### src/design/fcpu_pkg.sv
`timescale 1ns / 1ps
`default_nettype none
// ---------------------------------------------------------------------------
// fcpu_pkg
// Shared constants and the arctangent table for the fly camera pose update block.
// ---------------------------------------------------------------------------
package fcpu_pkg;

    localparam int ATAN_ENTRIES = 24;
    localparam logic signed [15:0] UNIT_VAL    = 16'sd16384;
    localparam logic signed [16:0] QUARTER     = 17'sd11520;
    localparam logic signed [16:0] PITCH_LIMIT = 17'sd11392;
    localparam logic signed [16:0] YAW_HALF    = 17'sd23040;
    localparam logic signed [17:0] YAW_FULL    = 18'sd46080;
    localparam logic signed [33:0] INV_GAIN    = 34'sd652032874;

    localparam logic REG_MOVE_SPEED = 1'b0;
    localparam logic REG_LOOK_SENS  = 1'b1;

    localparam logic CMD_MOVE = 1'b0;
    localparam logic CMD_LOOK = 1'b1;

    // arctangent table in 2^-24 degree units
    function automatic logic [31:0] atan_deg24(input logic [4:0] i);
        logic [31:0] r;
        begin
            unique case (i)
                5'd0:  r = 32'd754974720;
                5'd1:  r = 32'd445687602;
                5'd2:  r = 32'd235489088;
                5'd3:  r = 32'd119537938;
                5'd4:  r = 32'd60000934;
                5'd5:  r = 32'd30029717;
                5'd6:  r = 32'd15018523;
                5'd7:  r = 32'd7509720;
                5'd8:  r = 32'd3754917;
                5'd9:  r = 32'd1877466;
                5'd10: r = 32'd938734;
                5'd11: r = 32'd469367;
                5'd12: r = 32'd234683;
                5'd13: r = 32'd117342;
                5'd14: r = 32'd58671;
                5'd15: r = 32'd29335;
                5'd16: r = 32'd14668;
                5'd17: r = 32'd7334;
                5'd18: r = 32'd3667;
                5'd19: r = 32'd1833;
                5'd20: r = 32'd917;
                5'd21: r = 32'd458;
                5'd22: r = 32'd229;
                5'd23: r = 32'd115;
                default: r = 32'd0;
            endcase
            return r;
        end
    endfunction

endpackage
`default_nettype wire

### src/design/fcpu_cordic.sv
`timescale 1ns / 1ps
`default_nettype none
// ---------------------------------------------------------------------------
// fcpu_cordic
// Iterative rotation-mode cordic, one micro-rotation a cycle, giving the
// cosine and sine of an angle in 1/128 degree as clamped Q1.14.
// ---------------------------------------------------------------------------
module fcpu_cordic #(
    parameter int CORDIC_STEPS = 16
) (
    input  wire                aclk,
    input  wire                aresetn,
    input  wire                start,
    input  wire signed [16:0]  angle,
    output logic               done,
    output logic signed [15:0] cos_out,
    output logic signed [15:0] sin_out
);
    import fcpu_pkg::*;

    localparam int NSTEP = (CORDIC_STEPS > ATAN_ENTRIES) ? ATAN_ENTRIES : CORDIC_STEPS;

    logic               busy_reg, busy_next;
    logic [4:0]         step_reg, step_next;
    logic               neg_reg, neg_next;
    logic signed [33:0] x_reg, x_next, y_reg, y_next;
    logic signed [33:0] z_reg, z_next;
    logic               done_reg, done_next;

    logic signed [16:0] a_fold;
    logic               a_neg;
    logic signed [33:0] xs, ys, zt;
    logic signed [33:0] xr, yr;
    logic signed [17:0] xq, yq;
    logic signed [15:0] xc, yc;

    // fold angle into +-90 degrees
    always_comb begin
        a_fold = angle;
        a_neg  = 1'b0;
        if (angle > QUARTER) begin
            a_fold = angle - (QUARTER <<< 1);
            a_neg  = 1'b1;
        end else if (angle < -QUARTER) begin
            a_fold = angle + (QUARTER <<< 1);
            a_neg  = 1'b1;
        end
    end

    // one micro-rotation, arithmetic shift is floor division
    always_comb begin
        xs = x_reg >>> step_reg;
        ys = y_reg >>> step_reg;
        zt = $signed({2'b00, atan_deg24(step_reg)});
        x_next = x_reg;
        y_next = y_reg;
        z_next = z_reg;
        step_next = step_reg;
        busy_next = busy_reg;
        neg_next  = neg_reg;
        done_next = 1'b0;
        if (start) begin
            x_next = INV_GAIN;
            y_next = '0;
            z_next = 34'(a_fold) <<< 17;
            step_next = '0;
            neg_next  = a_neg;
            busy_next = (NSTEP != 0);
            done_next = (NSTEP == 0);
        end else if (busy_reg) begin
            if (!z_reg[33]) begin
                x_next = x_reg - ys;
                y_next = y_reg + xs;
                z_next = z_reg - zt;
            end else begin
                x_next = x_reg + ys;
                y_next = y_reg - xs;
                z_next = z_reg + zt;
            end
            step_next = step_reg + 5'd1;
            if (32'(step_reg) == NSTEP - 1) begin
                busy_next = 1'b0;
                done_next = 1'b1;
            end
        end
    end

    always_ff @(posedge aclk) begin
        if (!aresetn) begin
            busy_reg <= 1'b0;
            done_reg <= 1'b0;
        end else begin
            busy_reg <= busy_next;
            done_reg <= done_next;
        end
        step_reg <= step_next;
        neg_reg  <= neg_next;
        x_reg    <= x_next;
        y_reg    <= y_next;
        z_reg    <= z_next;
    end

    // round by 2^16, clamp, apply fold sign
    always_comb begin
        xr = (x_reg + 34'sd32768) >>> 16;
        yr = (y_reg + 34'sd32768) >>> 16;
        xq = xr[17:0];
        yq = yr[17:0];
        if (xr > 34'sd16384)       xc = UNIT_VAL;
        else if (xr < -34'sd16384) xc = -UNIT_VAL;
        else                       xc = xq[15:0];
        if (yr > 34'sd16384)       yc = UNIT_VAL;
        else if (yr < -34'sd16384) yc = -UNIT_VAL;
        else                       yc = yq[15:0];
        cos_out = neg_reg ? -xc : xc;
        sin_out = neg_reg ? -yc : yc;
    end

    assign done = done_reg;

endmodule
`default_nettype wire

### src/design/fly_camera_pose_update.sv
`timescale 1ns / 1ps
`default_nettype none
// ---------------------------------------------------------------------------
// fly_camera_pose_update
// Fly camera pose: mouse look rebuilds the basis vectors from cordic sine
// and cosine, key moves step the saturating position along them.
// ---------------------------------------------------------------------------
// channel | direction | content
// s_axis  | in        | tuser cmd; tdata key_mask, delta_time, mouse_dx, mouse_dy
// m_axis  | out       | pose: position, front, up, right
// cfg     | in        | register index and write data
//
// A look item runs two cordic passes, the yaw wrap steps and the products
// of the shared multiplier. A move item steps the position along the three
// axes of each pressed key and passes over each released key. One item is in
// work at a time; s_tready is low until the pose result has been taken.
// Reset restores the initial pose and defaults.
// ---------------------------------------------------------------------------
module fly_camera_pose_update #(
    parameter int CORDIC_STEPS = 16
) (
    input  wire         aclk,
    input  wire         aresetn,
    input  wire         s_tvalid,
    output logic        s_tready,
    // [0] cmd
    input  wire         s_tuser,
    // [5:0] key_mask, [21:6] delta_time, [33:22] mouse_dx,
    // [45:34] mouse_dy, [47:46] zero
    input  wire  [47:0] s_tdata,
    output logic        m_tvalid,
    input  wire         m_tready,
    // [31:0] pos_x, [63:32] pos_y, [95:64] pos_z, [111:96] front_x,
    // [127:112] front_y, [143:128] front_z, [159:144] up_x,
    // [175:160] up_y, [191:176] up_z, [207:192] right_x,
    // [223:208] right_y, [239:224] right_z
    output logic [239:0] m_tdata,
    input  wire         cfg_valid,
    output logic        cfg_ready,
    input  wire         cfg_index,
    input  wire  [15:0] cfg_data
);
    import fcpu_pkg::*;

    localparam logic [3:0] ST_IDLE   = 4'd0;
    localparam logic [3:0] ST_ANGLE  = 4'd1;
    localparam logic [3:0] ST_YAW    = 4'd2;
    localparam logic [3:0] ST_YAWW   = 4'd3;
    localparam logic [3:0] ST_PITCH  = 4'd4;
    localparam logic [3:0] ST_PITCHW = 4'd5;
    localparam logic [3:0] ST_VEC    = 4'd6;
    localparam logic [3:0] ST_SPEED  = 4'd7;
    localparam logic [3:0] ST_MOVE   = 4'd8;
    localparam logic [3:0] ST_OUT    = 4'd9;
    localparam logic [3:0] ST_WRAP   = 4'd10;

    logic [3:0]         state_reg, state_next;
    logic [15:0]        speed_cfg_reg, sens_cfg_reg;
    logic signed [31:0] pos_reg [3];
    logic signed [15:0] front_reg [3];
    logic signed [15:0] up_reg [3];
    logic signed [15:0] right_reg [3];
    logic signed [16:0] yaw_reg, pitch_reg;
    logic signed [19:0] yaw_acc_reg;
    logic signed [15:0] cy_reg, sy_reg;
    logic [5:0]         keys_reg;
    logic [15:0]        dt_reg;
    logic signed [11:0] dx_reg, dy_reg;
    logic [31:0]        speed_reg;
    logic [2:0]         key_reg;
    logic [1:0]         comp_reg;
    logic [2:0]         vstep_reg;
    logic               in_fire;

    // shared multiplier: 33 x 17 signed, registered product
    logic signed [32:0] mul_a;
    logic signed [16:0] mul_b;
    logic signed [49:0] prod_reg;
    logic               cdc_start, cdc_done;
    logic signed [16:0] cdc_angle;
    logic signed [15:0] cdc_cos, cdc_sin;

    fcpu_cordic #(.CORDIC_STEPS(CORDIC_STEPS)) u_cordic (
        .aclk(aclk), .aresetn(aresetn), .start(cdc_start), .angle(cdc_angle),
        .done(cdc_done), .cos_out(cdc_cos), .sin_out(cdc_sin)
    );

    assign s_tready  = (state_reg == ST_IDLE);
    assign cfg_ready = 1'b1;
    assign m_tvalid  = (state_reg == ST_OUT);
    assign in_fire   = s_tvalid && s_tready;

    // multiply step selection: vec stage uses step counter, move uses key/comp
    logic signed [15:0] mv_comp;
    logic               mv_minus;
    always_comb begin
        mv_comp = front_reg[comp_reg];
        if (key_reg == 3'd2 || key_reg == 3'd3)      mv_comp = right_reg[comp_reg];
        else if (key_reg == 3'd4 || key_reg == 3'd5) mv_comp = up_reg[comp_reg];
        mv_minus = (key_reg == 3'd1) || (key_reg == 3'd2) || (key_reg == 3'd5);
        mul_a = '0;
        mul_b = '0;
        unique case (state_reg)
            ST_ANGLE: begin
                mul_a = 33'(dx_reg);
                mul_b = $signed({1'b0, sens_cfg_reg});
            end
            ST_YAW: begin
                mul_a = 33'(dy_reg);
                mul_b = $signed({1'b0, sens_cfg_reg});
            end
            ST_VEC: begin
                // cp and sp held in up_reg[1]/front_reg[1] scratch below
                unique case (vstep_reg)
                    3'd0:    begin mul_a = 33'(cy_reg); mul_b = 17'(up_reg[1]); end
                    3'd1:    begin mul_a = 33'(sy_reg); mul_b = 17'(up_reg[1]); end
                    3'd2:    begin mul_a = 33'(-cy_reg); mul_b = 17'(front_reg[1]); end
                    default: begin mul_a = 33'(-sy_reg); mul_b = 17'(front_reg[1]); end
                endcase
            end
            ST_SPEED: begin
                mul_a = $signed({17'd0, speed_cfg_reg});
                mul_b = $signed({1'b0, dt_reg});
            end
            ST_MOVE: begin
                mul_a = $signed({1'b0, speed_reg});
                mul_b = 17'(mv_comp);
            end
            default: begin
                mul_a = '0;
                mul_b = '0;
            end
        endcase
    end

    // rounded quantities from the registered product
    logic signed [49:0] r9, r14, r22;
    logic signed [19:0] yaw_sum;
    logic               yaw_fits;
    logic signed [19:0] pit_sum;
    logic signed [33:0] pos_sum;
    logic signed [31:0] pos_sat;
    always_comb begin
        r9  = (prod_reg + 50'sd256) >>> 9;
        r14 = (prod_reg + 50'sd8192) >>> 14;
        r22 = (prod_reg + 50'sd2097152) >>> 22;
        // mouse delta reaches about 2^18, so the sum may lie several turns out
        yaw_sum  = 20'(yaw_reg) + 20'(r9);
        yaw_fits = (yaw_acc_reg < 20'(YAW_HALF)) && (yaw_acc_reg >= -20'(YAW_HALF));
        pit_sum  = 20'(pitch_reg) - 20'(r9);
        pos_sum = mv_minus ? 34'(pos_reg[comp_reg]) - 34'(r22)
                           : 34'(pos_reg[comp_reg]) + 34'(r22);
        if (pos_sum > 34'sd2147483647)       pos_sat = 32'sh7FFFFFFF;
        else if (pos_sum < -34'sd2147483648) pos_sat = 32'sh80000000;
        else                                 pos_sat = pos_sum[31:0];
    end

    // sequencer
    logic do_key;
    always_comb begin
        state_next = state_reg;
        cdc_start  = 1'b0;
        cdc_angle  = yaw_reg;
        do_key     = (key_reg < 3'd6) && keys_reg[key_reg];
        unique case (state_reg)
            ST_IDLE:   if (in_fire) state_next = s_tuser == CMD_LOOK ? ST_ANGLE : ST_SPEED;
            ST_ANGLE:  state_next = ST_YAW;
            ST_YAW:    state_next = ST_YAWW;
            ST_YAWW:   state_next = ST_WRAP;
            ST_WRAP: begin
                if (yaw_fits) begin
                    cdc_start  = 1'b1;
                    cdc_angle  = yaw_acc_reg[16:0];
                    state_next = ST_PITCH;
                end
            end
            ST_PITCH:  if (cdc_done) state_next = ST_PITCHW;
            ST_PITCHW: begin
                cdc_angle = pitch_reg;
                if (vstep_reg == 3'd0) cdc_start = 1'b1;
                else if (cdc_done) state_next = ST_VEC;
            end
            ST_VEC:    if (vstep_reg == 3'd4) state_next = ST_OUT;
            ST_SPEED:  state_next = ST_MOVE;
            ST_MOVE: begin
                if (key_reg == 3'd6) state_next = ST_OUT;
            end
            ST_OUT:    if (m_tready) state_next = ST_IDLE;
            default:   state_next = ST_IDLE;
        endcase
    end

    always_ff @(posedge aclk) begin
        prod_reg <= 50'(mul_a) * 50'(mul_b);
        if (!aresetn) begin
            state_reg     <= ST_IDLE;
            speed_cfg_reg <= 16'd640;
            sens_cfg_reg  <= 16'd6554;
            for (int j = 0; j < 3; j++) begin
                pos_reg[j]   <= '0;
                front_reg[j] <= '0;
                up_reg[j]    <= '0;
                right_reg[j] <= '0;
            end
            front_reg[2] <= -UNIT_VAL;
            up_reg[1]    <= UNIT_VAL;
            right_reg[0] <= UNIT_VAL;
            yaw_reg      <= -QUARTER;
            yaw_acc_reg  <= '0;
            pitch_reg    <= '0;
            vstep_reg    <= '0;
            key_reg      <= '0;
            comp_reg     <= '0;
        end else begin
            state_reg <= state_next;
            // register writes
            if (cfg_valid) begin
                if (cfg_index == REG_MOVE_SPEED) speed_cfg_reg <= cfg_data;
                else                             sens_cfg_reg  <= cfg_data;
            end
            unique case (state_reg)
                ST_IDLE: begin
                    keys_reg  <= s_tdata[5:0];
                    dt_reg    <= s_tdata[21:6];
                    dx_reg    <= s_tdata[33:22];
                    dy_reg    <= s_tdata[45:34];
                    vstep_reg <= '0;
                    key_reg   <= '0;
                    comp_reg  <= '0;
                end
                ST_YAW:  yaw_acc_reg <= yaw_sum;
                ST_YAWW: begin
                    if (pit_sum > 20'(PITCH_LIMIT))       pitch_reg <= PITCH_LIMIT;
                    else if (pit_sum < -20'(PITCH_LIMIT)) pitch_reg <= -PITCH_LIMIT;
                    else                                  pitch_reg <= pit_sum[16:0];
                end
                // one turn per cycle until the yaw lies in [-180,180)
                ST_WRAP: begin
                    if (yaw_acc_reg >= 20'(YAW_HALF))
                        yaw_acc_reg <= yaw_acc_reg - 20'(YAW_FULL);
                    else if (yaw_acc_reg < -20'(YAW_HALF))
                        yaw_acc_reg <= yaw_acc_reg + 20'(YAW_FULL);
                    else
                        yaw_reg <= yaw_acc_reg[16:0];
                end
                ST_PITCH: if (cdc_done) begin
                    cy_reg <= cdc_cos;
                    sy_reg <= cdc_sin;
                end
                ST_PITCHW: begin
                    if (vstep_reg == 3'd0) vstep_reg <= 3'd1;
                    else if (cdc_done) begin
                        up_reg[1]    <= cdc_cos;
                        front_reg[1] <= cdc_sin;
                        right_reg[0] <= -sy_reg;
                        right_reg[1] <= '0;
                        right_reg[2] <= cy_reg;
                        vstep_reg    <= '0;
                    end
                end
                ST_VEC: begin
                    vstep_reg <= vstep_reg + 3'd1;
                    unique case (vstep_reg)
                        3'd1:    front_reg[0] <= r14[15:0];
                        3'd2:    front_reg[2] <= r14[15:0];
                        3'd3:    up_reg[0]    <= r14[15:0];
                        3'd4:    up_reg[2]    <= r14[15:0];
                        default: ;
                    endcase
                end
                ST_SPEED: ;
                ST_MOVE: begin
                    // speed product lands in the cycle after ST_SPEED
                    if (key_reg == 3'd0 && comp_reg == 2'd0 && vstep_reg == 3'd0) begin
                        speed_reg <= prod_reg[31:0];
                        vstep_reg <= 3'd1;
                    end else if (key_reg == 3'd6) begin
                        vstep_reg <= 3'd1;
                    end else if (!do_key) begin
                        key_reg   <= key_reg + 3'd1;
                        vstep_reg <= 3'd1;
                    end else if (vstep_reg == 3'd1) begin
                        // product valid next cycle
                        vstep_reg <= 3'd2;
                    end else begin
                        pos_reg[comp_reg] <= pos_sat;
                        vstep_reg <= 3'd1;
                        if (comp_reg == 2'd2) begin
                            comp_reg <= '0;
                            key_reg  <= key_reg + 3'd1;
                        end else begin
                            comp_reg <= comp_reg + 2'd1;
                        end
                    end
                end
                default: ;
            endcase
        end
    end

    assign m_tdata = {right_reg[2], right_reg[1], right_reg[0],
                      up_reg[2], up_reg[1], up_reg[0],
                      front_reg[2], front_reg[1], front_reg[0],
                      pos_reg[2], pos_reg[1], pos_reg[0]};

endmodule
`default_nettype wire
### config.mk
export PLATFORM = sky130hd
export DESIGN_NAME = fly_camera_pose_update
export DESIGN_NICKNAME = d
export VERILOG_FILES = /design/src/design/fcpu_pkg.sv /design/src/design/fcpu_cordic.sv /design/src/design/fly_camera_pose_update.sv
export SDC_FILE = /design/constraint.sdc
export NUM_CORES = 2
export LEC_CHECK = 0
export ABC_AREA = 1
export ABC_CLOCK_PERIOD_IN_PS = 9900
export BUFFER_PORTS_ARGS = -buffer_cell sky130_fd_sc_hd__buf_2
export CAP_MARGIN = 20
export CELL_PAD_IN_SITES_DETAIL_PLACEMENT = 1
export CELL_PAD_IN_SITES_GLOBAL_PLACEMENT = 1
export CORE_ASPECT_RATIO = 0.5
export CORE_UTILIZATION = 48
export CTS_CLUSTER_DIAMETER = 30
export DETAILED_ROUTE_END_ITERATION = 16
export PLACE_DENSITY = 0.9
export SETUP_SLACK_MARGIN = 0.05
export SYNTH_ARGS = -nofsm -noshare
export SYNTH_HDL_FRONTEND = slang
export SYNTH_HIERARCHICAL = 1
export SYNTH_SLANG_ARGS = --single-unit
### constraint.sdc
create_clock -name aclk -period 9.9 [get_ports aclk]
set_input_delay 2.97 -clock aclk [delete_from_list [all_inputs] [get_ports aclk]]
set_output_delay 2.97 -clock aclk [all_outputs]
set_load 0.005 [all_outputs]
# After elaboration in Yosys (flattened, before gate mapping)
# Memories as Yosys holds them, arrays and structs flattened. A register that Yosys moved wholly into a read port is not among the register bits.
# Cells that the tools add are included.
[word_totals]
mem_bits_ro = 960
memories = 5
in_bits = 71
register_bits = 368
out_inout_bits = 243
ramBits = 240
[op_classes]
n_reduce_logical = 32
add_sub_neg = 28
bitwise_logic = 17
n_mux = 122
n_lt_le_gt_ge = 16
shift = 2
eq_ne = 38
multipliers = 1
[memory_table]
columns = ["memory", "words", "width", "rd", "rd_clocked_by_memory_dff", "write_ports", "line_no", "rtl"]
rows = [
  ["(name not given)", 32, 30, 1, 1, 0, "fcpu_pkg.sv:27", "unique case (i)"],
  ["pos_reg", 3, 32, 4, 1, 3, "fly_camera_pose_update.sv:59", "logic signed [31:0] pos_reg [3];"],
  ["front_reg", 3, 16, 4, 1, 3, "fly_camera_pose_update.sv:60", "logic signed [15:0] front_reg [3];"],
  ["right_reg", 3, 16, 4, 1, 3, "fly_camera_pose_update.sv:62", "logic signed [15:0] right_reg [3];"],
  ["up_reg", 3, 16, 4, 1, 3, "fly_camera_pose_update.sv:61", "logic signed [15:0] up_reg [3];"],
]
[ops]
columns = ["op", "n"]
rows = [
  ["$mux W16", 20],
  ["$mux W34", 6],
  ["$pmux W33 S5", 1],
  ["$mux W17", 6],
  ["$pmux W33 S3", 1],
  ["$mux W32", 3],
  ["$add A34 B17 Y34 const B", 2],
  ["$add A34 B34 Y34", 2],
  ["$pmux W17 S4", 1],
  ["$sshr A34 B5 Y34", 2],
  ["$sub A34 B34 Y34", 2],
  ["$neg A16 Y33", 2],
  ["$add A50 B23 Y50 const B", 1],
  ["$mul A33 B17 Y50", 1],
  ["$neg A16 Y16", 3],
  ["$pmux W4 S11", 1],
  ["$ge A20 B16 Y1 const B", 2],
  ["$lt A20 B16 Y1 const B", 2],
  ["$mux W20", 2],
  ["$pmux W20 S2", 1],
  ["$mux W1", 38],
  ["$gt A18 B16 Y1 const B", 2],
  ["$lt A18 B15 Y1 const B", 2],
  ["$mux W2", 18],
  ["61 further kinds", 135],
]

# Depth between registers and ports, before layout
[depth]
depth_word = 11
depth_mapped = 42
depth_no_buf = 41

# Hierarchy
# The synthesis kept the hierarchy.
[by_module_without_submodules]
columns = ["module", "area_each_um2", "cells_per_inst", "instances", "seq_area_each_um2"]
rows = [
  ["fly_camera_pose_update", 48619.1, 5800, 1, 13993.4],
  ["fcpu_cordic", 18400.1, 3135, 1, 2982.9],
]

# Least setup slack after synthesis
# OpenSTA, ideal clock, no wires.
[synth_timing]
path_type = "register to register"
from = "reg sy_reg[0]"
to = "reg prod_reg[48]"
path_slack_ns = 2.349
required_ns = 9.777
arrival_time_ns = 7.427
path_stages_with_launch = 35
synth_period_minus_slack_ns = 7.551
cell_sequence = "edfxtp_1 inv_1 ha_1 nand3_1 nor3_2 nand3_1 nor4_1 nand3b_1 nor2_1 nand3_1 ha_1 o21ai_0 a21oi_1 nor2_1 clkbuf_1 nor2_1 inv_1 fa_1 inv_1 fa_1 fa_1 fa_1 fa_1 inv_1 fa_1 inv_1 ha_1 nand2_1 nor2_1 nand2_1 nor4_1 o21ai_0 o2111ai_1 a21oi_1 xor2_1"
[synth_via]
elab_chain_cells = 4
[synth_rtl]
columns = ["item", "line_no", "rtl"]
rows = [
  ["from (decl)", "fly_camera_pose_update.sv:65", "logic signed [15:0] cy_reg, sy_reg;"],
  ["from (signal assigned)", "fly_camera_pose_update.sv:248", "sy_reg <= cdc_sin;"],
  ["$neg A16 Y33", "fly_camera_pose_update.sv:118", "default: begin mul_a = 33'(-sy_reg); mul_b = 17'(front_reg[1]); end"],
  ["$pmux W33 S3 *", "fly_camera_pose_update.sv:114", "unique case (vstep_reg)"],
  ["$pmux W33 S5 *", "fly_camera_pose_update.sv:103", "unique case (state_reg)"],
  ["$mul A33 B17 Y50 *", "fly_camera_pose_update.sv:194", "prod_reg <= 50'(mul_a) * 50'(mul_b);"],
  ["to (signal assigned)", "fly_camera_pose_update.sv:194", ""],
  ["to (decl)", "fly_camera_pose_update.sv:78", "logic signed [49:0] prod_reg;"],
]
# Mark *: on every way between the ends. The rest lies on a longest branch, timed or not.
# A chain may end at the register's enable or synchronous reset.

# Worst setup path after layout
[layout_timing]
from = "reg sy_reg[0]"
to = "reg prod_reg[42]"
# The elaborated chain is that of the path after synthesis.

==> out/metrics.cfg <==
[run_status]
outcome=finished clean

[yosys]
synth.cell_area_sq_um=67000
yosys_warnings=6
synth.lib_cells_used.distinct=78
synth_enable_flop_cells=384
synth-seq-cells=656
synth-async-reset-ratio_pct=0
synthCells=8935
syn_area_per_cell_sq_um=7.50
synth_flop_cell=edfxtp_1
synth_seq_area_share_pct=25.3

[global_route]
gr-usage-all-layers_pct=39.0
global_route.usage.met2_pct=63.4
gr-total-overflow=0
largest_net_degree_at_the_start_of_global_routing=72
met1_usage_pct=45.6
grt_busiest_layer=met2
global_route_wire_length_before_repair_um=422000
antenna_violations_before_repair=15
first_global_vias=70845
global_route.usage.met3_pct=9.45

[clock_tree]
number_of_cts_inserted_buffers=117
clk_transition_reported_paths_ns=0.06
clock_tree.htree_level_count=3
numClockSinks=656
clockBufferDepth=3
cts_hold_repair.buffers=0
cts.root.buffer_cell=clkbuf_16
clock_insertion_delay_worst_skew_ns=0.78
cts_tree=yes

[floorplanning]
ios=314
core_area_sq_um=138000
dieHeight_um=266
initial_utilization_pct=48.6
std_cell_rows=96
die_w_um=530
floorplan.die_area_sq_um=141000

[critical_path]
critical_setup_path_kind=reg -> reg
timing.critical_path.buf_inv=7
worst_ep_arrival_time_ns=10.21
worst_r2r_path_depth=36
critPathCapture=prod_reg[42]
reg2reg_to=prod_reg[42]
reg2reg_from=sy_reg[0]
r2r_setup_slk_ns=0.35
crit_start=sy_reg[0]
critical-path-top-cell-by-count=inv_1
worst-path-stages=36
critical_path_required_ns=10.56
cp_max_stage_delay_ns=0.60
end_kind=flop
critical_path.startpoint_type=flop
critical_path.top_delay_family=adder cells
crit_slowest_cell=fa_1
critical_path_peak_fanout=9

[route]
drtIter0Drc=6145
drt_pass1_iterations=8
drt-total-wl_um=278000
antenna_viol_nets_final=0
post-route-drc-count=0
via_to_cell_ratio=6.00
route.vias.total=66820
routed_wire_length_per_instance_um=24.9

[sta]
slew_headroom_pct=22.9
finalHoldViolations=0
drv_slew=0
fin_setup_tns_ns=0
timing.fmax_mhz=105
fin_crit_ns=9.55
setup_viol_count_final=0
final.setup_skew_ns=0.0588
grt_setup_unrepaired=no
timing_worst_slew_pin_value_ns=1.15
min_period_over_period_pct=96.5

[layout]
max_ffs_per_register=128
mostFrequentLayoutCell=nand2_1
layout-drive-gt1-share_pct=9.65
fill_cells=17317
design.final.nets=10108
flow.area_growth_from_synthesis_pct=11.3
most-common-layout-cells=nand2_1, inv_1, nor2_1

[placed_design]
buffer_ports.inserted=294
place_congestion=1.00
detailed_place_hpwl_um=208000

[hold_path]
min-delay-path-class=reg -> reg
worst_hold_startpoint=prod_reg[5]

[flow_run]
timing.max_cap.violations=0

[layer usage]
metal,vias up,wire length [um]
met2,3431,128000
met4,18,21600
met5,-,123
li1,29265,-
met3,1236,25300
met1,32870,103000
[through the flow]
| stage | area [sq um] | std cells | worst slack [ns] | hold slack, ns | util, % |
|---|---|---|---|---|---|
| floorplan | 67100 | 8950 | 2.35 | 0.386 | - |
| global placement | 70300 | 10898 | 0.843 | 0.389 | 51.0 |
| detailed placement | 70300 | 10898 | 0.280 | 0.395 | 51.0 |
| CTS | 74500 | 11121 | 0.260 | 0.423 | 54.1 |
| global route | 74600 | 11127 | 0.0631 | 0.431 | 54.1 |
| finish | 74600 | 11134 | 0.345 | 0.431 | 54.1 |
[kinds of logic (layout without fill, tap and decap cells)]
family | after synthesis | count (layout) | synth area share, %
AOI/OAI and AO/OA | 1427 | 1427 | 12.6
xor gates and xnor gates | 358 | 358 | 4.69
buffers and inverters | 1756 | 2070 | 10.4
other | 2 | 25 | 0.0112
muxes | 31 | 31 | 0.463
DFF | 656 | 656 | 25.3
adders and majority gates | 877 | 877 | 22.5
and+or+nand+nor | 3828 | 3828 | 24.1
[area by class of cell]
class	instances	area, sq um	share of cell area [%]
Multi-Input combinational cell	6538	43200	58.0
Clock inverter	88	947	1.27
Timing Repair Buffer	424	2480	3.32
Inverter	1423	5340	7.16
Clock buffer	135	3240	4.34
Antenna cell	8	20.0	0.0268
Tap cell	1862	2330	3.12
Sequential cell	656	17000	22.8
[repair_timing]
item | CTS | global route
setup endpoints to repair | 1 | 6
buffers inserted | 0 | 2
pin swaps | 0 | 1
resized for setup | 2 | 4
[worst min-delay path by stage]
stage,depth (start not counted),slack (ns),endpoint
final,0,0.43,speed_reg[5]
after global routing,0,0.43,speed_reg[7]
after global placement,0,0.39,speed_reg[0]
after CTS,0,0.42,speed_reg[7]
after detailed placement,0,0.40,speed_reg[3]
after floorplan,0,0.39,speed_reg[0]
[cell usage after synthesis, drive strengths merged, types with 28 or more instances]
cell    instances  area share [%]
mux2i          31            0.46
a21oi         539             4.5
nor2         1027             5.9
nand4          70            0.68
edfxtp        384              17
xor2          239             3.1
fa            543              16
o211ai         28            0.31
a31oi          43            0.40
clkbuf        183             1.0
xnor2         119             1.6
ha            334             6.2
nand2        1986              12
a221oi         35            0.46
dfxtp         272             8.1
nand3         619             4.8
nor3           76            0.62
o21ai         512             3.9
buf           150             1.4
inv          1398             7.8
o22ai          52            0.49
Power is left out: the tool's default activity adds up to more than one toggle a clock period on the data nets, which glitch-free logic cannot reach.
